## config.mk

```make
export PLATFORM = sky130hd
export DESIGN_NAME = escaped_trace_record_deframer
export DESIGN_NICKNAME = d
export VERILOG_FILES = /design/src/rtl/etrd_pkg.sv /design/src/rtl/escaped_trace_record_deframer.sv /design/src/rtl/etrd_in_reg.sv /design/src/rtl/etrd_decode.sv /design/src/rtl/etrd_out_reg.sv
export SDC_FILE = /design/constraint.sdc
export NUM_CORES = 1
export LEC_CHECK = 0
export BUFFER_PORTS_ARGS = -buffer_cell sky130_fd_sc_hd__buf_2
export CAP_MARGIN = 20
export CORE_MARGIN = 3
export CORE_UTILIZATION = 44
export CTS_BUF_LIST = sky130_fd_sc_hd__clkbuf_8
export DETAILED_ROUTE_END_ITERATION = 10
export PLACE_DENSITY = 0.63
export SYNTH_ARGS = -nofsm -noshare
export SYNTH_HDL_FRONTEND = slang
export SYNTH_SLANG_ARGS = --single-unit
```

## constraint.sdc

```tcl
create_clock -name clk -period 10.7 [get_ports clk]
set_input_delay 0.535 -clock clk [delete_from_list [all_inputs] [get_ports clk]]
set_output_delay 0.535 -clock clk [all_outputs]
set_load 0.01 [all_outputs]
```

## src/rtl/etrd_pkg.sv

```systemverilog
// Shared types, codes and constants of the escaped trace record deframer.
// No dependencies; the design files but etrd_in_reg refer to it by scoped names, the testbench imports it.
package etrd_pkg;

    // Framing constants
    localparam int HEADER_BYTES = 12;
    localparam int HDR_IDX_W    = 4;
    localparam logic [7:0]  FLAG_BYTE    = 8'hFF;
    localparam logic [7:0]  ESC_BYTE     = 8'hFE;
    localparam logic [7:0]  ESC_OFFSET   = 8'd2;
    localparam logic [15:0] ATM_CELL_LEN = 16'd53;
    localparam logic [HDR_IDX_W-1:0] HDR_LAST_IDX = HDR_IDX_W'(HEADER_BYTES - 1);

    // Configuration port
    localparam int CFG_INDEX_W = 2;
    localparam int CFG_DATA_W  = 16;
    localparam logic [CFG_INDEX_W-1:0] CFG_MAX_LENGTH = 2'd0;
    localparam logic [CFG_INDEX_W-1:0] CFG_ATM_CODE   = 2'd1;
    localparam logic [15:0] MAX_LENGTH_RESET = 16'hFFFF;
    localparam logic [6:0]  ATM_CODE_RESET   = 7'd3;

    // Stream widths: tdata carries every result field but kind and last, padded to bytes
    localparam int OUT_FIELDS_W = 8 + 24 + 40 + 8 + 1 + 7 + 16 + 2;
    localparam int OUT_TDATA_W  = ((OUT_FIELDS_W + 7) / 8) * 8;

    typedef enum logic [1:0] {
        PH_HUNT = 2'd0,
        PH_HEAD = 2'd1,
        PH_LOAD = 2'd2
    } phase_t;

    typedef enum logic [1:0] {
        KIND_HEADER  = 2'd0,
        KIND_PAYLOAD = 2'd1,
        KIND_ERROR   = 2'd2
    } kind_t;

    typedef enum logic [1:0] {
        ERR_NONE     = 2'd0,
        ERR_FLAG     = 2'd1,
        ERR_ATM_LEN  = 2'd2,
        ERR_TOO_LONG = 2'd3
    } err_t;

    // One result item as it leaves the decoder
    typedef struct packed {
        logic [1:0]  kind;
        logic [7:0]  data_byte;
        logic        last;
        logic [23:0] micros;
        logic [39:0] seconds;
        logic [7:0]  channel_number;
        logic        sender;
        logic [6:0]  protocol;
        logic [15:0] length;
        logic [1:0]  error_code;
    } result_t;

    // Configuration values seen by the decoder
    typedef struct packed {
        logic [15:0] max_length;
        logic [6:0]  atm_protocol_code;
    } cfg_t;

endpackage

```

## src/rtl/escaped_trace_record_deframer.sv

```systemverilog
// Escaped trace record deframer, top level.
// Throughput: one raw byte per cycle while the result side keeps m_tready high.
// A result travels from the input register, where its accepted byte is held,
// through the decoder into the result register, which drives m_tvalid.
// Reset (rst_n low, asynchronous): hunting for a flag, both stages empty,
// max_length 65535 and atm_protocol_code 3.
module escaped_trace_record_deframer
(
    input  logic                                 clk,
    input  logic                                 rst_n,
    input  logic                                 s_tvalid,
    output logic                                 s_tready,
    input  logic [7:0]                           s_tdata,   // [7:0] data_in
    output logic                                 m_tvalid,
    input  logic                                 m_tready,
    // [7:0] data_byte, [31:8] micros, [71:32] seconds, [79:72] channel_number,
    // [80] sender, [87:81] protocol, [103:88] length, [105:104] error_code
    output logic [etrd_pkg::OUT_TDATA_W-1:0]     m_tdata,
    output logic [1:0]                           m_tuser,   // [1:0] kind
    output logic                                 m_tlast,   // last
    input  logic                                 cfg_valid,
    output logic                                 cfg_ready,
    input  logic [etrd_pkg::CFG_INDEX_W-1:0]     cfg_index,
    input  logic [etrd_pkg::CFG_DATA_W-1:0]      cfg_data
);

    etrd_pkg::cfg_t    cfg_reg;
    logic              byte_valid;
    logic [7:0]        byte_data;
    logic              byte_take;
    logic              res_valid;
    logic              res_ready;
    etrd_pkg::result_t res;

    // Configuration registers; writes always accepted
    assign cfg_ready = 1'b1;

    always_ff @(posedge clk or negedge rst_n)
    begin
        if (!rst_n)
        begin
            cfg_reg.max_length        <= etrd_pkg::MAX_LENGTH_RESET;
            cfg_reg.atm_protocol_code <= etrd_pkg::ATM_CODE_RESET;
        end
        else if (cfg_valid)
        begin
            case (cfg_index)
                etrd_pkg::CFG_MAX_LENGTH: cfg_reg.max_length        <= cfg_data;
                etrd_pkg::CFG_ATM_CODE:   cfg_reg.atm_protocol_code <= cfg_data[6:0];
                default:                  ;
            endcase
        end
    end

    etrd_in_reg u_in_reg
    (
        .clk        (clk),
        .rst_n      (rst_n),
        .s_tvalid   (s_tvalid),
        .s_tready   (s_tready),
        .s_tdata    (s_tdata),
        .byte_valid (byte_valid),
        .byte_data  (byte_data),
        .byte_take  (byte_take)
    );

    etrd_decode u_decode
    (
        .clk        (clk),
        .rst_n      (rst_n),
        .cfg        (cfg_reg),
        .byte_valid (byte_valid),
        .byte_data  (byte_data),
        .byte_take  (byte_take),
        .res_ready  (res_ready),
        .res_valid  (res_valid),
        .res        (res)
    );

    etrd_out_reg u_out_reg
    (
        .clk        (clk),
        .rst_n      (rst_n),
        .res_valid  (res_valid),
        .res        (res),
        .res_ready  (res_ready),
        .m_tvalid   (m_tvalid),
        .m_tready   (m_tready),
        .m_tdata    (m_tdata),
        .m_tuser    (m_tuser),
        .m_tlast    (m_tlast)
    );

endmodule

```

## src/rtl/etrd_in_reg.sv

```systemverilog
// Input register stage of the deframer: holds one raw byte for the decoder.
// Depends on etrd_pkg only through the caller; plain byte stream here.
module etrd_in_reg
(
    input  logic       clk,
    input  logic       rst_n,
    input  logic       s_tvalid,
    output logic       s_tready,
    input  logic [7:0] s_tdata,     // [7:0] data_in
    output logic       byte_valid,
    output logic [7:0] byte_data,
    input  logic       byte_take
);

    logic       valid_reg;
    logic       valid_next;
    logic [7:0] data_reg;

    // Room when empty or when the held byte leaves this cycle
    assign s_tready = !valid_reg || byte_take;

    always_comb
    begin
        valid_next = valid_reg;
        if (s_tready)
        begin
            valid_next = s_tvalid;
        end
    end

    always_ff @(posedge clk or negedge rst_n)
    begin
        if (!rst_n)
        begin
            valid_reg <= 1'b0;
        end
        else
        begin
            valid_reg <= valid_next;
        end
    end

    always_ff @(posedge clk)
    begin
        if (s_tvalid && s_tready)
        begin
            data_reg <= s_tdata;
        end
    end

    assign byte_valid = valid_reg;
    assign byte_data  = data_reg;

endmodule

```

## src/rtl/etrd_decode.sv

```systemverilog
// Decoder of the deframer: flag hunt, unescape, header collection and checks,
// payload counting. Uses etrd_pkg types and constants.
module etrd_decode
(
    input  logic             clk,
    input  logic             rst_n,
    input  etrd_pkg::cfg_t   cfg,
    input  logic             byte_valid,
    input  logic [7:0]       byte_data,
    output logic             byte_take,
    input  logic             res_ready,
    output logic             res_valid,
    output etrd_pkg::result_t res
);

    etrd_pkg::phase_t phase_reg, phase_next;
    logic             esc_reg, esc_next;
    logic [etrd_pkg::HDR_IDX_W-1:0] count_reg, count_next;
    logic [15:0]      remain_reg, remain_next;
    logic [7:0]       hdr_mem [etrd_pkg::HEADER_BYTES];

    logic             hdr_we;
    logic [7:0]       value;
    logic             have_value;
    logic [15:0]      remain_dec;
    logic [15:0]      hdr_len;
    logic [6:0]       hdr_proto;

    // A byte is processed only when the result register can take its result
    assign byte_take = byte_valid && res_ready;

    assign remain_dec = remain_reg - 16'd1;
    assign hdr_len    = {hdr_mem[10], value};
    assign hdr_proto  = hdr_mem[9][7:1];

    // Unescape the current byte
    always_comb
    begin
        value      = byte_data;
        have_value = 1'b0;
        if (esc_reg)
        begin
            value      = byte_data + etrd_pkg::ESC_OFFSET;
            have_value = 1'b1;
        end
        else if (byte_data != etrd_pkg::FLAG_BYTE && byte_data != etrd_pkg::ESC_BYTE)
        begin
            have_value = 1'b1;
        end
    end

    // Next state and result
    always_comb
    begin
        phase_next  = phase_reg;
        esc_next    = esc_reg;
        count_next  = count_reg;
        remain_next = remain_reg;
        hdr_we      = 1'b0;
        res_valid   = 1'b0;
        res         = '0;
        if (byte_take)
        begin
            case (phase_reg)
                etrd_pkg::PH_HEAD, etrd_pkg::PH_LOAD:
                begin
                    if (esc_reg)
                    begin
                        esc_next = 1'b0;
                    end
                    else if (byte_data == etrd_pkg::FLAG_BYTE)
                    begin
                        // flag inside a record restarts header collection
                        phase_next     = etrd_pkg::PH_HEAD;
                        count_next     = '0;
                        res_valid      = 1'b1;
                        res.kind       = etrd_pkg::KIND_ERROR;
                        res.error_code = etrd_pkg::ERR_FLAG;
                    end
                    else if (byte_data == etrd_pkg::ESC_BYTE)
                    begin
                        esc_next = 1'b1;
                    end

                    if (have_value && phase_reg == etrd_pkg::PH_HEAD)
                    begin
                        hdr_we = 1'b1;
                        if (count_reg == etrd_pkg::HDR_LAST_IDX)
                        begin
                            // header complete: check and report
                            phase_next = etrd_pkg::PH_HUNT;
                            count_next = '0;
                            res_valid  = 1'b1;
                            if (hdr_proto == cfg.atm_protocol_code &&
                                hdr_len != etrd_pkg::ATM_CELL_LEN)
                            begin
                                res.kind       = etrd_pkg::KIND_ERROR;
                                res.error_code = etrd_pkg::ERR_ATM_LEN;
                            end
                            else if (hdr_len > cfg.max_length)
                            begin
                                res.kind       = etrd_pkg::KIND_ERROR;
                                res.error_code = etrd_pkg::ERR_TOO_LONG;
                            end
                            else
                            begin
                                res.kind           = etrd_pkg::KIND_HEADER;
                                res.last           = (hdr_len == 16'd0);
                                res.micros         = {hdr_mem[0], hdr_mem[1], hdr_mem[2]};
                                res.seconds        = {hdr_mem[3], hdr_mem[4], hdr_mem[5],
                                                      hdr_mem[6], hdr_mem[7]};
                                res.channel_number = hdr_mem[8];
                                res.sender         = hdr_mem[9][0];
                                res.protocol       = hdr_proto;
                                res.length         = hdr_len;
                                if (hdr_len != 16'd0)
                                begin
                                    phase_next  = etrd_pkg::PH_LOAD;
                                    remain_next = hdr_len;
                                end
                            end
                        end
                        else
                        begin
                            count_next = count_reg + 1'b1;
                        end
                    end
                    else if (have_value)
                    begin
                        // payload byte
                        remain_next   = remain_dec;
                        res_valid     = 1'b1;
                        res.kind      = etrd_pkg::KIND_PAYLOAD;
                        res.data_byte = value;
                        if (remain_dec == 16'd0)
                        begin
                            res.last   = 1'b1;
                            phase_next = etrd_pkg::PH_HUNT;
                        end
                    end
                end
                default:
                begin
                    // hunting, also for the unused phase code
                    phase_next = etrd_pkg::PH_HUNT;
                    if (byte_data == etrd_pkg::FLAG_BYTE)
                    begin
                        phase_next = etrd_pkg::PH_HEAD;
                        esc_next   = 1'b0;
                        count_next = '0;
                    end
                end
            endcase
        end
    end

    // Control state
    always_ff @(posedge clk or negedge rst_n)
    begin
        if (!rst_n)
        begin
            phase_reg  <= etrd_pkg::PH_HUNT;
            esc_reg    <= 1'b0;
            count_reg  <= '0;
            remain_reg <= '0;
        end
        else
        begin
            phase_reg  <= phase_next;
            esc_reg    <= esc_next;
            count_reg  <= count_next;
            remain_reg <= remain_next;
        end
    end

    // Header byte store
    always_ff @(posedge clk)
    begin
        if (hdr_we)
        begin
            hdr_mem[count_reg] <= value;
        end
    end

endmodule

```

## src/rtl/etrd_out_reg.sv

```systemverilog
// Result register of the deframer: holds one result and drives the master stream.
// Uses etrd_pkg result type and widths.
module etrd_out_reg
(
    input  logic                             clk,
    input  logic                             rst_n,
    input  logic                             res_valid,
    input  etrd_pkg::result_t                res,
    output logic                             res_ready,
    output logic                             m_tvalid,
    input  logic                             m_tready,
    // data_byte, micros, seconds, channel_number, sender, protocol, length,
    // error_code, zero pad
    output logic [etrd_pkg::OUT_TDATA_W-1:0] m_tdata,
    output logic [1:0]                       m_tuser,   // [1:0] kind
    output logic                             m_tlast    // last
);

    logic              valid_reg;
    logic              valid_next;
    etrd_pkg::result_t res_reg;

    // Free when empty or when the held result is taken this cycle
    assign res_ready = !valid_reg || m_tready;

    always_comb
    begin
        valid_next = valid_reg;
        if (res_ready)
        begin
            valid_next = res_valid;
        end
    end

    always_ff @(posedge clk or negedge rst_n)
    begin
        if (!rst_n)
        begin
            valid_reg <= 1'b0;
        end
        else
        begin
            valid_reg <= valid_next;
        end
    end

    always_ff @(posedge clk)
    begin
        if (res_valid && res_ready)
        begin
            res_reg <= res;
        end
    end

    // Stream packing, first field lowest
    assign m_tvalid = valid_reg;
    assign m_tuser  = res_reg.kind;
    assign m_tlast  = res_reg.last;
    assign m_tdata  = {{(etrd_pkg::OUT_TDATA_W - etrd_pkg::OUT_FIELDS_W){1'b0}},
                       res_reg.error_code, res_reg.length, res_reg.protocol,
                       res_reg.sender, res_reg.channel_number, res_reg.seconds,
                       res_reg.micros, res_reg.data_byte};

endmodule

```

# Yosys cells after proc, flatten, opt, wreduce, memory -nomap -nowiden

Memory sizes are Yosys's and may differ from the RTL's.
Index checks and enable logic that the tools add are counted.

$add $sub $neg: 3
$lt $le $gt $ge: 1
Eq/ne operators: 15
Multiplexer cells: 58
Bitwise gates (word level): 5
Reductions and logical operators: 25

Operator list:

| kind                    | count |
|---|---|
| $mux W97                | 2 |
| $mux W99                | 1 |
| $mux W16                | 6 |
| $mux W2                 | 20 |
| $logic_not A16 Y1       | 2 |
| $mux W1                 | 22 |
| $mux W4                 | 5 |
| $eq A8 B8 Y1 const B    | 2 |
| $gt A16 B16 Y1          | 1 |
| $ne A16 B6 Y1 const B   | 1 |
| $ne A8 B8 Y1 const B    | 2 |
| $reduce_bool A16 Y1     | 1 |
| $sub A16 B1 Y16 const B | 1 |
| $mux W11                | 1 |
| $reduce_and A2 Y1       | 5 |
| $add A8 B2 Y8 const B   | 1 |
| $mux W8                 | 1 |
| $ne A2 B2 Y1 const B    | 4 |
| $eq A7 B7 Y1            | 1 |
| $reduce_and A7 Y1       | 1 |
| $logic_and A1 B1 Y1     | 6 |
| $reduce_or A6 Y1        | 1 |
| $not A1 Y1              | 5 |
| $add A4 B1 Y4 const B   | 1 |
| 10 further kinds        | 14 |

Register bits after elaboration: 165
Bits in writable memories: 96
Bits of input ports: 31
Memories kept: 1

Memories:

| memory           | words | bits a word | rd ports | clocked after memory_dff | write ports | RTL line          | RTL |
|---|---|---|---|---|---|---|---|
| u_decode.hdr_mem | 12    | 8           | 11       | 0                        | 1           | etrd_decode.sv:20 | `logic [7:0] hdr_mem [etrd_pkg::HEADER_BYTES];` |

# Logic depth before layout (Yosys ltp)

Gate-level depths: netlist of run 1.

Depth after elaboration: 10
Gate-level depth with buffers: 15
Depth with buffers taken out: 13

# Modules after synthesis

A second synthesis of run 1 with hierarchy kept.

Cell total of the unflattened synthesis: 723
Area total of the unflattened synthesis: 10515.1 µm²

Modules (own cells, without submodules):

| module                        | instances | cells each | area an instance (µm²) | seq. area each (µm²) |
|---|---|---|---|---|
| etrd_decode                   | 1         | 540        | 5939.4                 | 3218.1 |
| etrd_out_reg                  | 1         | 120        | 3375.7                 | 3298.2 |
| escaped_trace_record_deframer | 1         | 51         | 905.9                  | 598.1 |
| etrd_in_reg                   | 1         | 12         | 294.0                  | 265.3 |

# Worst setup path before layout of run 1

Ideal clock, no wire load.

Path type: register to register
Start point: reg u_decode.esc_reg
End point: reg u_out_reg.res_reg, in the netlist u_out_reg.m_tdata[0], enable pin
Arrival: 3.406 ns
Required time: 9.707 ns
Setup slack: 6.301 ns
Cell stages (with the launch flop): 7
Path buffers: 1
Path through: dfrtp_1 buf_4 nor4_1 or3_1 clkinv_1 nor2_1 nand2_1

Cells in the longest elaborated chain, start to end: 6
Elaborated cells between the ends (all ways): 9

RTL lines:

| item                                  | RTL line                             | RTL |
|---|---|---|
| from (decl)                           | etrd_decode.sv:17                    | `logic esc_reg, esc_next;` |
| from (signal assigned)                | etrd_decode.sv:170                   | `esc_reg <= esc_next;` |
| $mux W1 (on tied branches)            | etrd_decode.sv:67, etrd_decode.sv:41 |  |
| $mux W1, or another cell as far along | etrd_decode.sv:128                   | `else if (have_value)` |
| $mux W1 (*)                           | etrd_decode.sv:85                    | `if (have_value && phase_reg == etrd_pkg::PH_HEAD)` |
| $mux W1 (*)                           | etrd_decode.sv:64                    | `case (phase_reg)` |
| $mux W1 (*)                           | etrd_decode.sv:62                    | `if (byte_take)` |
| $logic_and A1 B1 Y1 (*)               | etrd_out_reg.sv:49                   | `if (res_valid && res_ready)` |
| to (signal assigned)                  | etrd_out_reg.sv:51                   | `res_reg <= res;` |
| to (decl)                             | etrd_out_reg.sv:21                   | `etrd_pkg::result_t res_reg;` |

Every way passes the cells marked *; elsewhere a longest branch is shown, timed or not.
A chain may end at the register's enable or synchronous reset.

# Worst setup path after layout of run 1

Start point: reg u_in_reg.data_reg[1], in the netlist u_in_reg.byte_data[1]
End point: reg u_decode.remain_reg[12]

Elaborated cells between the ends (all ways): 19

RTL lines:

| item                                                   | RTL line           | RTL |
|---|---|---|
| from (decl)                                            | etrd_in_reg.sv:17  | `logic [7:0] data_reg;` |
| from (signal assigned)                                 | etrd_in_reg.sv:47  | `data_reg <= s_tdata;` |
| $add A8 B2 Y8 (*)                                      | etrd_decode.sv:43  | `value = byte_data + etrd_pkg::ESC_OFFSET;` |
| $mux W8 (*)                                            | etrd_decode.sv:41  | `if (esc_reg)` |
| via u_decode.hdr_len[7]                                | etrd_decode.sv:26  | `logic [15:0] hdr_len;` |
| branches (longest 3 deep; another with $gt A16 B16 Y1) | n/a                |  |
| $reduce_and A7 Y1 (no line) (*)                        | n/a                |  |
| to (signal assigned)                                   | etrd_decode.sv:172 | `remain_reg <= remain_next;` |
| to (decl)                                              | etrd_decode.sv:19  | `logic [15:0] remain_reg, remain_next;` |

Mark *: on every way through the listed nets, which the timed path passes.

==> summary.txt, run 1 <==
Status
  – Status: completed

CTS
  – Post-CTS Setup Inserts: 0
  – Sinks on Clock Net: between 200 and 300
  – Clock Latency Late Sink: 530 ps
  – Resized Gates After CTS: 0
  – Max clock buf depth: 3
  – Clk slew on worst S/H paths: ~60 ps
  – TritonCTS Buffers: between 40 and 50
  – CTS tree: built
  – Clock root cell: clkbuf_8
  – Hold Buf Count CTS: 0
  – H-tree Lvls: 2

Timing
  – Final critical-path required period: 4650 ps
  – Clock skew: roughly 24 ps
  – Pins over their slew limit: 0
  – Worst-Margin Slew: roughly 950 ps
  – RSZ-0062 raised after global routing: false
  – Period utilisation layout: 43.5%
  – Setup TNS: 0 ps
  – Fin. Hold Viols: 0
  – Fmax: between 200 and 250 MHz
  – Final Setup Violations: 0
  – Slew margin rel.: 36.0%

Synth
  – Mux cell area share after synthesis: roughly 1.1%
  – Adder-Cell Fraction of Synth Area: about 2.9%
  – Yosys reg bits: 253
  – Dominant cell type by area after synthesis: edfxtp_1
  – Post-synth EDFFs: roughly 210
  – Synth top area share: 58.6%
  – Leading register cell type out of synthesis: edfxtp_1
  – Gate Count Post-Synth: 747
  – Post-synthesis sequential area ratio: around 70%
  – Largest family of logic cells by synthesized area: simple AND/OR/NAND/NOR gates
  – Post-synthesis area per instance: ~14 µm²
  – Post-synthesis cell type count: 74
  – Post-Synth Simple-Gate Area: between 10% and 20%
  – Leading post-synthesis cells by cell area: edfxtp_1 59%, dfrtp_1 7.2%, and2_1 5.8%
  – Compound-Gate Fraction of Synth Area: approximately 7.2%
  – Synth Area in XOR/XNOR: roughly 1.2%
  – Async S/R FF share, synth: between 10% and 20%
  – Synth Cell Area: approximately 0.010 mm²
  – Yosys warns: 0

Routing
  – Via density: 5.05
  – Final WL: 22000 µm
  – Residual DRC: 0
  – Final ANT Viol Nets: 0
  – First DRT Iteration DRCs: 377
  – Vias: about 6300
  – Drt pass-1 iters: 5
  – Wire per inst: roughly 18 µm

Hold path
  – HP Class: in -> async

Power and ir drop
  – PwrDens: around 170 mW/mm²
  – Worst IR Drop VDD: 122 µV
  – Leak: about 4.7 nW

Run
  – Max_cap viols: 0

Layout
  – Layout area overhead: 16.8%
  – Final core utilization: a little over half
  – Layout cells sized above 1: 26.5%
  – Max FFs per register: between 100 and 150
  – Post-layout net count: between 900 and 1000
  – # diodes: 0

Floorplanning
  – Ports: approximately 150
  – Die Area: 0.0257 mm²
  – Starting density of the core: between 40% and 50%
  – Area of the core: 0.0231 mm²
  – Die Ht: roughly 160 µm
  – Horiz. Die Dim: approximately 160 µm
  – Site Rows: 55

Setup path
  – Startpoint Class: flop
  – Worst EP required: around 11000 ps
  – Crit-path max FO: 22
  – Critical path class: reg -> reg
  – Crit. End Element: flop
  – Worst EP arrival: ~5000 ps

Global routing
  – Global-route wire length before repair: 33800 µm
  – Largest net degree at the start of global routing: between 80 and 90
  – All-layer global routing usage: between 10% and 20%
  – Antenna violations before repair: 0
  – Global route total overflow: 0
  – Number of global-route vias before repair: ~5900

Placed design
  – Count of input and output buffers: 141
  – Placer Congestion: approximately 0.85
  – Detailed Place HPWL: roughly 14000 µm
==> routing by layer <==
layer	vias up	routed length [µm]	track usage, %
met5	-	0	0
met2	213	10100	26.3
li1	3046	-	-
met1	3030	9960	23.7
met3	44	1440	3.53
met4	0	497	4.89
==> synth_stat cells (4+ instances only) <==
cell type	number
nor4_1	7
ha_1	24
a21oi_1	24
edfxtp_1	205
nor2_1	43
buf_4	11
dfstp_2	18
nor3_1	11
and2_1	97
inv_1	32
clkbuf_1	17
mux2_2	8
o21ai_0	32
nand4_1	9
o22ai_1	4
xnor2_1	9
o31a_1	4
nand2_1	37
a31oi_1	9
nand3_1	12
and3_1	8
nor3b_1	6
nand2b_1	5
nand3b_1	4
xor2_1	5
dfrtp_1	30
==> final timing paths <==
path                                             start                       to  slack (ps)  cells after the start
worst min register to register  u_decode.hdr_mem[0][1]    u_out_reg.m_tdata[25]         510                      1
min in group clk                            s_tdata[7]    u_in_reg.byte_data[7]         180                      1
max in group asynchronous                        rst_n    u_decode.count_reg[3]       10140                      2
worst min-delay path                             rst_n   u_decode.remain_reg[3]         110                      2
worst max-delay path             u_in_reg.byte_data[1]  u_decode.remain_reg[12]        6050                     13
worst max register to register   u_in_reg.byte_data[1]  u_decode.remain_reg[12]        6050                     13
==> cells by family (layout without fill, tap and decap cells) <==
| kind of cell | Yosys count | count (layout) |
|---|---|---|
| buffers and inverters | 68 | 257 |
| AOI/OAI and AO/OA | 111 | 111 |
| xor gates and xnor gates | 14 | 14 |
| and+or+nand+nor | 265 | 265 |
| adders and majority gates | 24 | 24 |
| other | 2 | 7 |
| muxes | 10 | 10 |
| DFF | 253 | 253 |
==> critical path: stages (launching register included) <==
cell	delay, ps
edfxtp_1	460
ha_1	280
nand3_1	110
nor2_1	80
xnor2_1	440
inv_1	470
ha_1	430
a21oi_1	150
o21ai_0	110
a221o_1	310
o31ai_2	500
nand3_2	480
a2111oi_0	550
a2bb2oi_1	190
==> where the power goes <==
| part | switching, mW | internal, mW |
|---|---|---|
| Sequential | 0.0572 | 1.11 |
| Combinational | 0.115 | 0.0846 |
| Clock | 0.365 | 0.405 |
| Total | 0.538 | 1.60 |
==> area by class of cell <==
class,instances,area [µm²]
fillers,1952,10800
flip-flops and latches,253,7380
multi-input cells,431,2840
repair buffers,148,758
clock buffers,44,606
well taps,313,392
clock inverters,30,158
inverters,35,131
==> placed cells by master, fill, tap and decap left out, types with 30 or more instances in the layout <==
cell and n:
edfxtp_1 205, buf_2 141, and2_1 97, clkbuf_8 44, nor2_1 43, inv_1 42
nand2_1 36, o21ai_0 32, dfrtp_1 30
==> per-stage QoR <==
step | setup WS [ps] | power [mW] | cell area, µm² | instances | hold WS, ps
final | 6050 | 2.14 | 12300 | 1254 | 111
after floorplan | 6300 | 1.33 | 10500 | 752 | 239
after global placement | 6130 | 1.38 | 11500 | 1180 | 499
after global routing | 5650 | 2.24 | 12300 | 1254 | 143
after detailed placement | 6090 | 1.39 | 11500 | 1180 | 501
after CTS | 6050 | 2.16 | 12300 | 1254 | 109
(Power assumes the default switching activity.)
==> run 2, diff against run 1 <==
- PLACE_DENSITY: 0.63 -> 0.65
- clock period: 10.7 -> 4.2 ns (I/O delays scaled with it)
==> run 2 against run 1 <==
- clock-buffer cell count increased by 3
- clock skew fell by 2.8 ps
- routed wire length up 5.2%
- fmax grew 27%
- hold slack lost 69 ps
- first-iteration DRC count up 6.4%
- die area unchanged
- cell count is 3.3% higher
- sequential power rose to 2.5 times the previous value
- clock power increased to 2.6 times the previous value
- critical path type unchanged
- critical endpoint is now u_out_reg.m_tlast
==> summary.txt, run 2 (synthesis gave the netlist of run 1 again) <==
CTS
  – Clock root cell: clkbuf_8
  – Post-CTS Setup Inserts: 0
  – Sinks on Clock Net: roughly 250
  – CTS tree: built
  – Clk slew on worst S/H paths: around 60 ps
  – Clock Latency Late Sink: about 540 ps
  – Max clock buf depth: 3
  – Resized Gates After CTS: 0
  – H-tree Lvls: 2
  – TritonCTS Buffers: 41

Layout
  – Fill count: around 1900
  – Final Cell Area: ~0.013 mm²
  – Most frequent cells in the layout: 205 x edfxtp_1, 141 x buf_2, 97 x and2_1
  – Layout area overhead: 20.7%
  – Max FFs per register: between 100 and 150
  – # diodes: 0
  – Post-layout net count: roughly 1000
  – Most common cell after layout, fill and taps aside: edfxtp_1
  – Layout cells sized above 1: a little over a quarter

Placed design
  – Count of input and output buffers: between 100 and 150
  – Placer Congestion: about 0.91
  – Detailed Place HPWL: approximately 15000 µm
  – Placed instance area: 0.0116 mm²

Setup path
  – Worst EP arrival: 4030 ps
  – Setup crit start: u_in_reg.byte_data[1]
  – Critical-path cell list: ha_1 -> nand3_1 -> nor2_1 -> xnor2_1 -> inv_1 -> ha_1 -> a21oi_1 -> o21ai_0 -> a221o_1 -> o31ai_2 -> and2_1 -> nand2_1 -> o21ai_1
  – Startpoint Class: flop
  – Crit. End Element: flop
  – CP most frequent cell: ha_1
  – Worst EP required: 4560 ps
  – Crit-path leading delay family: compound AO/OA/AOI/OAI gates
  – Critical path class: reg -> reg
  – CP Buf/Inv Count: 1
  – Worst reg2reg setup slack: around 530 ps
  – R2R cell count: 13
  – Critical-path top delay cell: o31ai_2
  – Critical path's largest stage delay: ~450 ps
  – FF-to-FF End: u_out_reg.m_tlast
  – Crit-path max FO: 9
  – Critical R2R Launch: u_in_reg.byte_data[1]

Routing
  – Vias: about 6500
  – Residual DRC: 0
  – First DRT Iteration DRCs: about 400
  – Via density: 5.03
  – Wire per inst: approximately 18 µm
  – Final ANT Viol Nets: 0
  – Final WL: ~23000 µm
  – Drt pass-1 iters: 4

Timing
  – Final critical-path required period: about 3700 ps
  – Pins over their slew limit: 0
  – RSZ-0062 raised after global routing: false
  – Fin. Hold Viols: 0
  – Slew margin rel.: 48.7%
  – Final hold slack: around 42 ps
  – Clock skew: about 21 ps
  – Period utilisation layout: between 80% and 90%
  – Final Setup Violations: 0
  – Fmax: roughly 270 MHz
  – Worst-Margin Slew: between 700 and 800 ps
  – Setup TNS: 0 ps

Power and ir drop
  – Register share of total power: between 50% and 60%
  – Switching share of total power: between 20 and 30%
  – Pint: just over 4 mW
  – Leak: slightly below 5 nW
  – Worst IR Drop VDD: 209 µV
  – PwrDens: around 440 mW/mm²
  – Comb power frac: about a tenth
  – Sw Pwr: 1.40 mW
  – Clock share of power: roughly 36%

Status
  – Status: completed

Hold path
  – Endpoint of the worst hold path: u_in_reg.byte_valid
  – HP Class: in -> reg
  – Worst hold start: m_tready
  – Hold path cells: 4

Floorplanning
  – Ports: approximately 150
  – Starting density of the core: a little under half
  – Die Ht: between 150 and 200 µm
  – Die Area: around 0.026 mm²
  – Area of the core: around 0.023 mm²
  – Site Rows: 55
  – Horiz. Die Dim: roughly 160 µm

Global routing
  – Global route total overflow: 0
  – Number of global-route vias before repair: roughly 6500
  – Largest net degree at the start of global routing: 83
  – All-layer global routing usage: roughly 18%
  – Global-route wire length before repair: between 30000 and 40000 µm
  – Antenna violations before repair: 0

Run
  – Max_cap viols: 0
run 2: cell count changes in the layout (fill, tap and decap cells not counted), moves of 3 or more:
| cell | before | now |
|---|---|---|
| dlygate4sd3_1 | 0 | 26 |
| clkinv_1 | 11 | 6 |
| clkbuf_8 | 44 | 47 |
| buf_4 | 7 | 19 |
| inv_1 | 42 | 47 |
run 2: per-stage QoR:
| stage | util [%] | total power, mW | cells | setup slack [ps] |
|---|---|---|---|---|
| floorplan | - | 3.39 | 752 | 782 |
| global placement | 50.4 | 3.53 | 1194 | 703 |
| detailed placement | 50.4 | 3.55 | 1194 | 558 |
| CTS | 54.9 | 5.56 | 1296 | 536 |
| global route | 54.9 | 5.77 | 1296 | 306 |
| finish | 54.9 | 5.51 | 1296 | 527 |
run 2: what timing repair did:
action / CTS / global route
endpoints found under the setup margin: 0 / 0
hold buffers: 26 / 0
hold endpoints to repair: 62 / 0
run 2: worst reg2reg max path, stage by stage (launching register included):
cell and delay [ps]:
edfxtp_1 440, ha_1 260, nand3_1 110, nor2_1 70, xnor2_1 310, inv_1 140, ha_1 310, a21oi_1 130
o21ai_0 90, a221o_1 310, o31ai_2 450, and2_1 290, nand2_1 300, o21ai_1 280
run 2: worst max-delay path by stage:
stage                                         to  slack (ps)  cells after the start
after floorplan           u_out_reg.m_tdata[103]         780                     14
after global placement     u_out_reg.m_tdata[95]         700                     13
after detailed placement       u_out_reg.m_tlast         560                     13
after CTS                      u_out_reg.m_tlast         540                     13
after global routing           u_out_reg.m_tlast         310                     13
final                          u_out_reg.m_tlast         530                     13
run 2: power by group through the flow:
stage	logic [mW]	clock network [mW]	registers (mW)
5_1_grt	0.617	2.15	3.00
4_1_cts	0.549	2.04	2.98
2_1_floorplan	0.422	0	2.97
6_report	0.546	1.98	2.98
3_3_place_gp	0.510	0	3.02
3_5_place_dp	0.525	0	3.03
run 2: area by class of cell:
class,instances,area [µm²],area share (%)
sequential,253,7380,58.3
multi-input combinational,431,2840,22.4
timing repair buffer,188,1150,9.07
clock buffer,47,647,5.11
tap,313,392,3.09
clock inverter,29,133,1.05
inverter,35,131,1.04
run 2: per-layer routing:
layer / up-vias / global-route usage, % / share of wire (%)
met2: 222 / 29.9 / 49
met5: - / 0 / 0
met1: 3119 / 22.9 / 42
met3: 51 / 3.79 / 6.0
li1: 3121 / - / -
met4: 0 / 7.18 / 3.4
